[src/hdl/efbd_pkg.sv]
// Shared types and constants for the escaped frame beacon deframer.
package efbd_pkg;

    // Register indexes on the configuration port
    localparam logic [2:0] CFG_HEAD   = 3'd0;
    localparam logic [2:0] CFG_TAIL   = 3'd1;
    localparam logic [2:0] CFG_ESCAPE = 3'd2;
    localparam logic [2:0] CFG_LENGTH = 3'd3;
    localparam logic [2:0] CFG_RSSI   = 3'd4;
    localparam logic [2:0] CFG_UUID   = 3'd5;

    // Register reset values
    localparam logic [7:0] HEAD_RST   = 8'hAA;
    localparam logic [7:0] TAIL_RST   = 8'h55;
    localparam logic [7:0] ESCAPE_RST = 8'hA5;
    localparam logic [5:0] LENGTH_RST = 6'd29;
    localparam logic [4:0] RSSI_RST   = 5'd6;
    localparam logic [4:0] UUID_RST   = 5'd7;

    // Input kind codes
    localparam logic KIND_BYTE  = 1'b0;
    localparam logic KIND_REARM = 1'b1;

    // Wide enough to hold any store index, count or depth (depth up to 256)
    localparam int WIDE_W = 9;

    // Identifier bytes per frame, and the read step that fetches the last one
    localparam int UUID_BYTES = 16;
    localparam logic [4:0] STEP_LAST = 5'd16;
    localparam logic [4:0] STEP_RSSI = 5'd0;

    // Bus widths
    localparam int S_TDATA_W = 8;
    localparam int M_TDATA_W = 80;

    // Frame command handed from the front to the back
    typedef struct packed {
        logic [4:0] rssi_pos;
        logic [4:0] uuid_pos;
    } t_frame_cmd;

    // Back sequencer states
    typedef enum logic [4:0] {
        ST_IDLE  = 5'b00001,
        ST_READ  = 5'b00010,
        ST_WAIT  = 5'b00100,
        ST_SEND0 = 5'b01000,
        ST_SEND1 = 5'b10000
    } t_back_state;

endpackage

[src/hdl/efbd_front.sv]
// Front end: classifies received bytes, tracks frame state and writes payload bytes.
module efbd_front import efbd_pkg::*; #(
    parameter int BUFFER_DEPTH = 32,
    parameter int AW = $clog2(BUFFER_DEPTH)
) (
    input  logic             i_clk,
    input  logic             i_rst_n,
    input  logic             i_valid,
    output logic             o_ready,
    input  logic             i_kind,
    input  logic [7:0]       i_byte,
    input  logic [7:0]       i_head_byte,
    input  logic [7:0]       i_tail_byte,
    input  logic [7:0]       i_escape_byte,
    input  logic [5:0]       i_frame_length,
    input  logic [4:0]       i_rssi_position,
    input  logic [4:0]       i_uuid_position,
    input  logic             i_q_full,
    output logic             o_push,
    output t_frame_cmd       o_cmd,
    input  logic             i_done,
    output logic             o_wr_en,
    output logic [AW-1:0]    o_wr_addr,
    output logic [7:0]       o_wr_data
);

    localparam int CW = $clog2(BUFFER_DEPTH + 1);

    logic          r_head_seen, n_head_seen;
    logic          r_escape, n_escape;
    logic [7:0]    r_sum, n_sum;
    logic [CW-1:0] r_count, n_count;
    logic          r_locked, n_locked;
    logic          r_wait, n_wait;
    logic          accept;
    logic          store_room;
    logic          frame_good;

    assign o_ready    = !r_wait && !i_q_full;
    assign accept     = i_valid && o_ready;
    assign store_room = r_count < CW'(BUFFER_DEPTH);
    assign frame_good = r_head_seen && (r_sum == 8'd0)
                        && (WIDE_W'(r_count) == WIDE_W'(i_frame_length));

    assign o_cmd.rssi_pos = i_rssi_position;
    assign o_cmd.uuid_pos = i_uuid_position;
    assign o_wr_data      = i_byte;
    assign o_wr_addr      = r_count[AW-1:0];

    // Classify the item and work out the next frame state
    always_comb begin
        n_head_seen = r_head_seen;
        n_escape    = r_escape;
        n_sum       = r_sum;
        n_count     = r_count;
        n_locked    = r_locked;
        n_wait      = r_wait;
        o_push      = 1'b0;
        o_wr_en     = 1'b0;
        if (i_done) begin
            n_wait = 1'b0;
        end
        if (accept) begin
            if (i_kind == KIND_REARM) begin
                n_head_seen = 1'b0;
                n_escape    = 1'b0;
                n_sum       = 8'd0;
                n_count     = '0;
                n_locked    = 1'b0;
            end else if (!r_locked) begin
                priority if (r_escape) begin
                    n_escape = 1'b0;
                    n_sum    = r_sum + i_byte;
                    if (store_room) begin
                        o_wr_en = 1'b1;
                        n_count = r_count + 1'b1;
                    end
                end else if (i_byte == i_escape_byte) begin
                    n_escape = 1'b1;
                end else if (i_byte == i_head_byte) begin
                    n_sum       = 8'd0;
                    n_count     = '0;
                    n_head_seen = 1'b1;
                    n_escape    = 1'b0;
                end else if (i_byte == i_tail_byte) begin
                    if (frame_good) begin
                        o_push   = 1'b1;
                        n_locked = 1'b1;
                        n_wait   = 1'b1;
                    end else begin
                        n_head_seen = 1'b0;
                        n_escape    = 1'b0;
                        n_sum       = 8'd0;
                        n_count     = '0;
                    end
                end else if (r_head_seen) begin
                    n_sum = r_sum + i_byte;
                    if (store_room) begin
                        o_wr_en = 1'b1;
                        n_count = r_count + 1'b1;
                    end
                end else begin
                    // Drop plain bytes outside a frame
                end
            end
        end
    end

    // Hold frame state
    always_ff @(posedge i_clk) begin
        if (!i_rst_n) begin
            r_head_seen <= 1'b0;
            r_escape    <= 1'b0;
            r_sum       <= 8'd0;
            r_count     <= '0;
            r_locked    <= 1'b0;
            r_wait      <= 1'b0;
        end else begin
            r_head_seen <= n_head_seen;
            r_escape    <= n_escape;
            r_sum       <= n_sum;
            r_count     <= n_count;
            r_locked    <= n_locked;
            r_wait      <= n_wait;
        end
    end

    // A good tail stops intake until the back has delivered both results
    a_push_stalls: assert property (@(posedge i_clk) disable iff (!i_rst_n)
        o_push |=> !o_ready)
        else $error("front accepts items right after a frame push");

    // The store count never passes the depth
    a_count_bound: assert property (@(posedge i_clk) disable iff (!i_rst_n)
        r_count <= CW'(BUFFER_DEPTH))
        else $error("payload count beyond store depth");

    // A push only comes from a locking tail
    a_push_locks: assert property (@(posedge i_clk) disable iff (!i_rst_n)
        o_push |=> r_locked)
        else $error("frame pushed without lock");

endmodule

[src/hdl/efbd_queue.sv]
// Two-entry command queue between the front and the back.
module efbd_queue import efbd_pkg::*; (
    input  logic       i_clk,
    input  logic       i_rst_n,
    input  logic       i_push,
    input  t_frame_cmd i_cmd,
    output logic       o_full,
    input  logic       i_pop,
    output t_frame_cmd o_cmd,
    output logic       o_empty
);

    t_frame_cmd r_entry [2];
    logic       r_wr_ptr;
    logic       r_rd_ptr;
    logic [1:0] r_fill;

    assign o_full  = r_fill == 2'd2;
    assign o_empty = r_fill == 2'd0;
    assign o_cmd   = r_entry[r_rd_ptr];

    // Store pushed commands
    always_ff @(posedge i_clk) begin
        if (i_push) begin
            r_entry[r_wr_ptr] <= i_cmd;
        end
    end

    // Advance pointers and fill level
    always_ff @(posedge i_clk) begin
        if (!i_rst_n) begin
            r_wr_ptr <= 1'b0;
            r_rd_ptr <= 1'b0;
            r_fill   <= 2'd0;
        end else begin
            if (i_push) begin
                r_wr_ptr <= !r_wr_ptr;
            end
            if (i_pop) begin
                r_rd_ptr <= !r_rd_ptr;
            end
            r_fill <= r_fill + {1'b0, i_push} - {1'b0, i_pop};
        end
    end

    a_no_overflow: assert property (@(posedge i_clk) disable iff (!i_rst_n)
        i_push |-> (!o_full || i_pop))
        else $error("push into a full command queue");

    a_no_underflow: assert property (@(posedge i_clk) disable iff (!i_rst_n)
        i_pop |-> !o_empty)
        else $error("pop from an empty command queue");

endmodule

[src/hdl/efbd_back.sv]
// Back end: payload store, identifier gather sequencer and result output register.
module efbd_back import efbd_pkg::*; #(
    parameter int BUFFER_DEPTH = 32,
    parameter int AW = $clog2(BUFFER_DEPTH)
) (
    input  logic                 i_clk,
    input  logic                 i_rst_n,
    input  logic                 i_wr_en,
    input  logic [AW-1:0]        i_wr_addr,
    input  logic [7:0]           i_wr_data,
    input  logic                 i_q_empty,
    input  t_frame_cmd           i_cmd,
    output logic                 o_pop,
    output logic                 o_done,
    output logic                 o_valid,
    input  logic                 i_ready,
    output logic [63:0]          o_uuid_part,
    output logic                 o_part_index,
    output logic [8:0]           o_rssi,
    output logic                 o_last
);

    logic [7:0]        r_mem [BUFFER_DEPTH];
    logic              r_vld [BUFFER_DEPTH];
    t_back_state       r_state, n_state;
    t_frame_cmd        r_cmd;
    logic [4:0]        r_step;
    logic              r_rd_en;
    logic [4:0]        r_rd_step;
    logic              r_rd_ok;
    logic [7:0]        r_rd_data;
    logic [7:0]        r_rssi_byte;
    logic [8*UUID_BYTES-1:0] r_uuid;
    logic [WIDE_W-1:0] rd_idx;
    logic              rd_in_range;
    logic              rd_issue;
    logic [AW-1:0]     rd_addr;
    logic [7:0]        rd_byte;

    // Read index: signal byte first, then the identifier bytes in order
    assign rd_idx      = (r_step == STEP_RSSI) ? WIDE_W'(r_cmd.rssi_pos)
                         : WIDE_W'(r_cmd.uuid_pos) + WIDE_W'(r_step - 5'd1);
    assign rd_in_range = rd_idx < WIDE_W'(BUFFER_DEPTH);
    assign rd_addr     = rd_idx[AW-1:0];
    assign rd_issue    = r_state == ST_READ;
    assign rd_byte     = r_rd_ok ? r_rd_data : 8'h00;

    // Payload store write and registered read
    always_ff @(posedge i_clk) begin
        if (i_wr_en) begin
            r_mem[i_wr_addr] <= i_wr_data;
        end
        r_rd_data <= r_mem[rd_addr];
    end

    // Entry valid bits: an unwritten entry reads as zero
    always_ff @(posedge i_clk) begin
        if (!i_rst_n) begin
            for (int i = 0; i < BUFFER_DEPTH; i++) begin
                r_vld[i] <= 1'b0;
            end
        end else if (i_wr_en) begin
            r_vld[i_wr_addr] <= 1'b1;
        end
    end

    // Sequence the gather and the two results
    always_comb begin
        n_state = r_state;
        o_pop   = 1'b0;
        o_done  = 1'b0;
        unique case (r_state)
            ST_IDLE: begin
                if (!i_q_empty) begin
                    o_pop   = 1'b1;
                    n_state = ST_READ;
                end
            end
            ST_READ: begin
                if (r_step == STEP_LAST) begin
                    n_state = ST_WAIT;
                end
            end
            ST_WAIT: begin
                if (r_rd_en && r_rd_step == STEP_LAST) begin
                    n_state = ST_SEND0;
                end
            end
            ST_SEND0: begin
                if (i_ready) begin
                    n_state = ST_SEND1;
                end
            end
            ST_SEND1: begin
                if (i_ready) begin
                    o_done  = 1'b1;
                    n_state = ST_IDLE;
                end
            end
            default: n_state = ST_IDLE;
        endcase
    end

    // Hold sequencer control
    always_ff @(posedge i_clk) begin
        if (!i_rst_n) begin
            r_state   <= ST_IDLE;
            r_step    <= STEP_RSSI;
            r_rd_en   <= 1'b0;
            r_rd_step <= STEP_RSSI;
            r_rd_ok   <= 1'b0;
        end else begin
            r_state   <= n_state;
            r_rd_en   <= rd_issue;
            r_rd_step <= r_step;
            r_rd_ok   <= rd_issue && rd_in_range && r_vld[rd_addr];
            if (rd_issue) begin
                r_step <= r_step + 5'd1;
            end else begin
                r_step <= STEP_RSSI;
            end
        end
    end

    // Capture the command and collect returned bytes, first byte most significant
    always_ff @(posedge i_clk) begin
        if (o_pop) begin
            r_cmd <= i_cmd;
        end
        if (r_rd_en) begin
            if (r_rd_step == STEP_RSSI) begin
                r_rssi_byte <= rd_byte;
            end else begin
                r_uuid <= {r_uuid[8*UUID_BYTES-9:0], rd_byte};
            end
        end
    end

    assign o_valid      = (r_state == ST_SEND0) || (r_state == ST_SEND1);
    assign o_part_index = r_state == ST_SEND1;
    assign o_last       = r_state == ST_SEND1;
    assign o_uuid_part  = (r_state == ST_SEND1) ? r_uuid[63:0]
                          : r_uuid[8*UUID_BYTES-1:64];
    assign o_rssi       = {1'b1, r_rssi_byte};

    // The store must not change while a frame is being gathered
    a_no_write_in_gather: assert property (@(posedge i_clk) disable iff (!i_rst_n)
        i_wr_en |-> (r_state == ST_IDLE))
        else $error("payload store written during gather");

    // The second result follows the first once it is taken
    a_send_order: assert property (@(posedge i_clk) disable iff (!i_rst_n)
        (r_state == ST_SEND0 && i_ready) |=> (r_state == ST_SEND1))
        else $error("second result did not follow the first");

    // Done is signalled only as the final result leaves
    a_done_last: assert property (@(posedge i_clk) disable iff (!i_rst_n)
        o_done |-> (o_valid && i_ready && o_last))
        else $error("done raised without final result handshake");

endmodule

[src/hdl/escaped_frame_beacon_deframer.sv]
// Top level of the escaped frame beacon deframer: configuration registers and wiring.
//
// Received bytes enter on the slave stream one per cycle and are classified at once;
// payload bytes land in an on-chip store of BUFFER_DEPTH entries. When a tail closes a
// good frame (head seen, zero modulo-256 sum, stored count equal to frame_length), a
// sequencer reads the signal byte and the sixteen identifier bytes from the store, one
// per cycle through its single read port, and presents two results: bytes 0..7 then
// bytes 8..15, each with the signal strength as byte minus 256, the second with tlast.
// A good tail's command passes through the two-entry command queue; the sequencer pops
// it, reads the store, and presents the first result once the last byte has returned.
// Input stays stalled until the second result is taken. After a good frame, received
// bytes are ignored until a rearm item (tuser high). The store clears to zero at reset
// through per-entry valid bits, with no clearing pass; a rearm keeps its contents.
module escaped_frame_beacon_deframer import efbd_pkg::*; #(
    parameter int BUFFER_DEPTH = 32
) (
    input  logic                 i_clk,
    input  logic                 i_rst_n,
    input  logic                 s_axis_tvalid,
    output logic                 s_axis_tready,
    input  logic [S_TDATA_W-1:0] s_axis_tdata,  // [7:0] data_byte
    input  logic                 s_axis_tuser,  // [0] kind
    output logic                 m_axis_tvalid,
    input  logic                 m_axis_tready,
    output logic [M_TDATA_W-1:0] m_axis_tdata,  // [63:0] uuid_part, [72:64] rssi, zeros above
    output logic                 m_axis_tuser,  // [0] part_index
    output logic                 m_axis_tlast,
    input  logic                 i_cfg_wr_en,
    input  logic [2:0]           i_cfg_index,
    input  logic [7:0]           i_cfg_data
);

    localparam int AW = $clog2(BUFFER_DEPTH);

    logic [7:0]    r_head_byte;
    logic [7:0]    r_tail_byte;
    logic [7:0]    r_escape_byte;
    logic [5:0]    r_frame_length;
    logic [4:0]    r_rssi_position;
    logic [4:0]    r_uuid_position;

    logic          q_push, q_pop, q_full, q_empty;
    t_frame_cmd    push_cmd, pop_cmd;
    logic          back_done;
    logic          wr_en;
    logic [AW-1:0] wr_addr;
    logic [7:0]    wr_data;
    logic [63:0]   uuid_part;
    logic [8:0]    rssi;

    // Write configuration registers
    always_ff @(posedge i_clk) begin
        if (!i_rst_n) begin
            r_head_byte     <= HEAD_RST;
            r_tail_byte     <= TAIL_RST;
            r_escape_byte   <= ESCAPE_RST;
            r_frame_length  <= LENGTH_RST;
            r_rssi_position <= RSSI_RST;
            r_uuid_position <= UUID_RST;
        end else if (i_cfg_wr_en) begin
            unique case (i_cfg_index)
                CFG_HEAD:   r_head_byte     <= i_cfg_data;
                CFG_TAIL:   r_tail_byte     <= i_cfg_data;
                CFG_ESCAPE: r_escape_byte   <= i_cfg_data;
                CFG_LENGTH: r_frame_length  <= i_cfg_data[5:0];
                CFG_RSSI:   r_rssi_position <= i_cfg_data[4:0];
                CFG_UUID:   r_uuid_position <= i_cfg_data[4:0];
                default: ;
            endcase
        end
    end

    efbd_front #(
        .BUFFER_DEPTH (BUFFER_DEPTH),
        .AW           (AW)
    ) u_front (
        .i_clk           (i_clk),
        .i_rst_n         (i_rst_n),
        .i_valid         (s_axis_tvalid),
        .o_ready         (s_axis_tready),
        .i_kind          (s_axis_tuser),
        .i_byte          (s_axis_tdata[7:0]),
        .i_head_byte     (r_head_byte),
        .i_tail_byte     (r_tail_byte),
        .i_escape_byte   (r_escape_byte),
        .i_frame_length  (r_frame_length),
        .i_rssi_position (r_rssi_position),
        .i_uuid_position (r_uuid_position),
        .i_q_full        (q_full),
        .o_push          (q_push),
        .o_cmd           (push_cmd),
        .i_done          (back_done),
        .o_wr_en         (wr_en),
        .o_wr_addr       (wr_addr),
        .o_wr_data       (wr_data)
    );

    efbd_queue u_queue (
        .i_clk   (i_clk),
        .i_rst_n (i_rst_n),
        .i_push  (q_push),
        .i_cmd   (push_cmd),
        .o_full  (q_full),
        .i_pop   (q_pop),
        .o_cmd   (pop_cmd),
        .o_empty (q_empty)
    );

    efbd_back #(
        .BUFFER_DEPTH (BUFFER_DEPTH),
        .AW           (AW)
    ) u_back (
        .i_clk        (i_clk),
        .i_rst_n      (i_rst_n),
        .i_wr_en      (wr_en),
        .i_wr_addr    (wr_addr),
        .i_wr_data    (wr_data),
        .i_q_empty    (q_empty),
        .i_cmd        (pop_cmd),
        .o_pop        (q_pop),
        .o_done       (back_done),
        .o_valid      (m_axis_tvalid),
        .i_ready      (m_axis_tready),
        .o_uuid_part  (uuid_part),
        .o_part_index (m_axis_tuser),
        .o_rssi       (rssi),
        .o_last       (m_axis_tlast)
    );

    // Pack the result item
    assign m_axis_tdata = {(M_TDATA_W - 73)'(0), rssi, uuid_part};

endmodule

[config.mk]
export PLATFORM = sky130hd
export DESIGN_NAME = escaped_frame_beacon_deframer
export DESIGN_NICKNAME = d
export VERILOG_FILES = /design/src/hdl/efbd_pkg.sv /design/src/hdl/efbd_front.sv /design/src/hdl/efbd_queue.sv /design/src/hdl/efbd_back.sv /design/src/hdl/escaped_frame_beacon_deframer.sv
export SDC_FILE = /design/constraint.sdc
export NUM_CORES = 1
export LEC_CHECK = 0
export ABC_AREA = 1
export BUFFER_PORTS_ARGS = -buffer_cell sky130_fd_sc_hd__buf_2
export CAP_MARGIN = 20
export CORE_ASPECT_RATIO = 1.1
export CORE_MARGIN = 4
export CORE_UTILIZATION = 35
export CTS_CLUSTER_DIAMETER = 200
export CTS_CLUSTER_SIZE = 12
export DETAILED_ROUTE_END_ITERATION = 10
export PLACE_DENSITY_LB_ADDON = 0.25
export SYNTH_ARGS = -nofsm -noshare
export SYNTH_HDL_FRONTEND = slang
export SYNTH_SLANG_ARGS = --single-unit
export TNS_END_PERCENT = 5
[constraint.sdc]
create_clock -name i_clk -period 3.6 [get_ports i_clk]
set_clock_uncertainty 0.1 [all_clocks]
set_input_delay 0.72 -clock i_clk [delete_from_list [all_inputs] [get_ports i_clk]]
set_output_delay 0.72 -clock i_clk [all_outputs]
set_load 0.02 [all_outputs]
==> flow_summary_export.csv <==
group,metric,value,unit
run_status,status,"finished clean",
power,seq_power_share,55.4,%
clocking,cts_root_buf,"clkbuf_16",
worst_setup_path,worstPathArrival,2270,ps
drt,viasPerCell,4.84,
power,static-leakage-power,10.9,nW
drt,drc_errors,0,
yosys,synth_area_per_cell,9.96,µm²
global_route,grt_pass1_wl,92100,µm
layout,final_cells,3309,
sta,grt_setup_unrepaired,"no",
power,p_sw_share,21.9,%
worst_setup_path,critical_path.max_fanout,48,
power,p_int,0.00952,W
clocking,clk-insertion-delay-late,600,ps
drt,drt_wl_total,59800,µm
placed_design,hpwl,40300,µm
yosys,synthArstFlopShare,0,%
sta,drv_slew,0,
clocking,htree_levels,2,
global_route,grt_use_met3,2.52,%
global_route,antenna_found_initial,2,
sta,fin_setup_tns,0,ps
placed_design,io_buffers,100,
worst_setup_path,endpoint_kind,"output port",
yosys,synth_xor_area_share,0.992,%
layout,final_layout_size_suffix_gt1_share,9.93,%
yosys,synthMuxAreaShare,0,%
yosys,synth-seq-cells,541,
global_route,track_usage,16.9,%
yosys,syn_inst,2307,
sta,hold_viol_final,0,
sta,slew_headroom,31.5,%
global_route,grt.busiest_layer,"met2",
placed_design,dp_cells,3225,
worst_setup_path,path_class,"flip-flop to output port",
sta,setup_viol_count_final,0,
drt,num_vias,16000,
clocking,cts_num_sinks,541,
layout,final_cell_mix,"816 x nand2_1, 422 x edfxtp_1, 205 x inv_1",
yosys,synth_top_family_by_area,"simple AND/OR/NAND/NOR gates",
power,peakVddDrop,0.297,mV
placed_design,gp_congestion,0.913,
layout,nFillCells,6295,
yosys,ys_types,43,
power,pwr-share-clk,39.8,%
yosys,netlist_area,0.0230,mm²
worst_setup_path,required,2780,ps
drt,drt_iter0_drc,1220,
sta,fin_crit,3090,ps
sta,finalCritPeriodShare,85.7,%
yosys,synthFlopType,"edfxtp_1",
floorplanning,die_w,252,µm
power,combPwrFrac,4.7,%
floorplanning,die-area,0.0698,mm²
yosys,synth.yosys.seq_area_share,65.5,%
layout,nNetsFinal,2476,
floorplanning,rows,98,
floorplanning,initial_core_util,35.3,%
floorplanning,boundaryPins,109,
min_path,hold_class,"primary input to flip-flop",
sta,worstMarginPinSlew,1020,ps
power,power_density,468,mW/mm²
global_route,use_met1,21.9,%
clocking,clk_pin_slew,60,ps
yosys,synth_compound_area_share,5.09,%
clocking,post_cts_resized,0,
drt,avgRoutedWirePerCell,18.1,µm
layout,final_util,40.1,%
yosys,ys_warn_count,0,
drt,ant_nets,0,
global_route,grt_overflow,0,
drt,dr.pass1.iters,6,
global_route,grt_start_max_net_pins,94,
clocking,ctsHoldBuffers,0,
run,cap_viol_max_count,0,
floorplanning,die_h,277,µm
clocking,cts_tree,"yes",
global_route,grt_pass1_vias,15500,
sta,max_clock_freq,324,MHz
yosys,synthAdderAreaFrac,1.26,%
floorplanning,coreArea,0.0650,mm²
clocking,cts_buffer_depth,3,
placed_design,placed_cell_area,0.0246,mm²
layout,final_common_cell,"nand2_1",
clocking,cts_made_buffers,51,
clocking,cts_setup_buffers,0,
yosys,synth-edff-count,422,
layout,syn_to_final_growth,13.4,%
layout,design_area,0.0260,mm²
power,p_switching,0.00268,W
worst_setup_path,crit_path_start_kind,"flip-flop",
global_route,met2_usage,28.5,%
yosys,synth_simple_gate_area_share,21.2,%
==> Yosys cell counts (2+ instances only) <==
| master | count | area [µm²] |
|---|---|---|
| conb_1 | 2 | 7.51 |
| nor3_1 | 14 | 70.1 |
| buf_6 | 8 | 90.1 |
| nor3b_1 | 2 | 15.0 |
| xor2_1 | 17 | 149 |
| ha_1 | 20 | 250 |
| clkinv_1 | 2 | 7.51 |
| a21oi_1 | 41 | 205 |
| nand4_1 | 10 | 62.6 |
| nor4_1 | 4 | 25.0 |
| o21ai_0 | 79 | 395 |
| o21ai_4 | 2 | 32.5 |
| nand3_1 | 152 | 761 |
| fa_1 | 2 | 40.0 |
| nand3b_1 | 3 | 22.5 |
| clkbuf_1 | 36 | 135 |
| o211ai_1 | 62 | 465 |
| inv_1 | 207 | 777 |
| nor2_4 | 2 | 22.5 |
| buf_4 | 13 | 97.6 |
| edfxtp_1 | 422 | 12700 |
| dfxtp_1 | 119 | 2380 |
| buf_2 | 45 | 225 |
| nand2_1 | 816 | 3060 |
| o21ai_2 | 2 | 17.5 |
| nor2_1 | 192 | 721 |
| nand2_2 | 8 | 50.1 |
| xnor2_1 | 9 | 78.8 |
| o21ai_1 | 2 | 10.0 |
==> state kept, by name (all words and copies together) (netlist names), 6 cells and up <==
register / count
u_back.r_mem: 256
u_back.r_uuid: 128
u_back.r_vld: 32
u_queue.r_entry: 20
u_back.r_cmd: 10
r_escape_byte: 8
r_head_byte: 8
r_tail_byte: 8
u_back.r_rd_data: 8
u_back.r_rssi_byte: 8
u_front.r_sum: 8
r_frame_length: 6
u_front.r_count: 6
==> area by class of cell <==
class                      instances  area, µm²  area share (%)
antenna                            1       2.50         0.00961
clock buffer                      79       1380            5.31
clock inverter                     3       43.8           0.168
inverter                         211        797            3.06
multi-input combinational       1459       6620            25.4
sequential                       541      15100            57.8
tap                              850       1060            4.08
timing repair buffer             165       1090            4.18
==> path summary, 6_finish.rpt <==
path	cells after the start	slack, ps	end	start
worst max-delay path	7	510	m_axis_tdata[21]	u_back.r_state[1]$_SDFFE_PN0P_
worst min-delay path	3	280	r_escape_byte[7]$_SDFFE_PN1P_	i_cfg_data[7]
worst max register to register	15	560	u_back.r_rd_data[2]$_DFF_P_	u_back.r_step[0]$_SDFF_PN0_
worst min register to register	0	340	u_back.r_uuid[50]$_DFFE_PP_	u_back.r_uuid[42]$_DFFE_PP_
==> metal layers <==
layer / vias to the layer above / part of all wire (%)
li1: 7814 / -
met1: 7668 / 43
met2: 414 / 49
met3: 106 / 4.8
met4: 0 / 3.9
met5: - / 0
==> critical path: stages (launching register included) <==
cell     delay [ps]
dfxtp_1         320
nor2_1          210
nand3_2         130
inv_2           330
buf_12          270
nand2_1          80
nand2_1          90
buf_2           180
==> per-stage QoR <==
step	hold slack [ps]	setup slack, ps	power [W]
2_1_floorplan	320	78.3	0.00724
3_3_place_gp	329	502	0.00747
3_5_place_dp	332	444	0.00748
4_1_cts	240	407	0.0124
5_1_grt	279	209	0.0127
6_report	278	514	0.0122
==> power groups by stage <==
| stage | sequential [W] | combinational [W] | clock (W) |
|---|---|---|---|
| floorplan | 0.00688 | 0.000354 | 0 |
| global placement | 0.00689 | 0.000578 | 0 |
| detailed placement | 0.00689 | 0.000582 | 0 |
| CTS | 0.00676 | 0.000584 | 0.00501 |
| global route | 0.00676 | 0.000647 | 0.00527 |
| finish | 0.00676 | 0.000579 | 0.00485 |
==> logic make-up after synthesis <==
family | Yosys count
AO/OA/AOI/OAI | 194
adder cells (fa/ha/maj) | 22
other | 2
XOR/XNOR | 26
flip-flops | 541
buffers and inverters | 313
AND/OR/NAND/NOR | 1209
(Power assumes the default switching activity.)
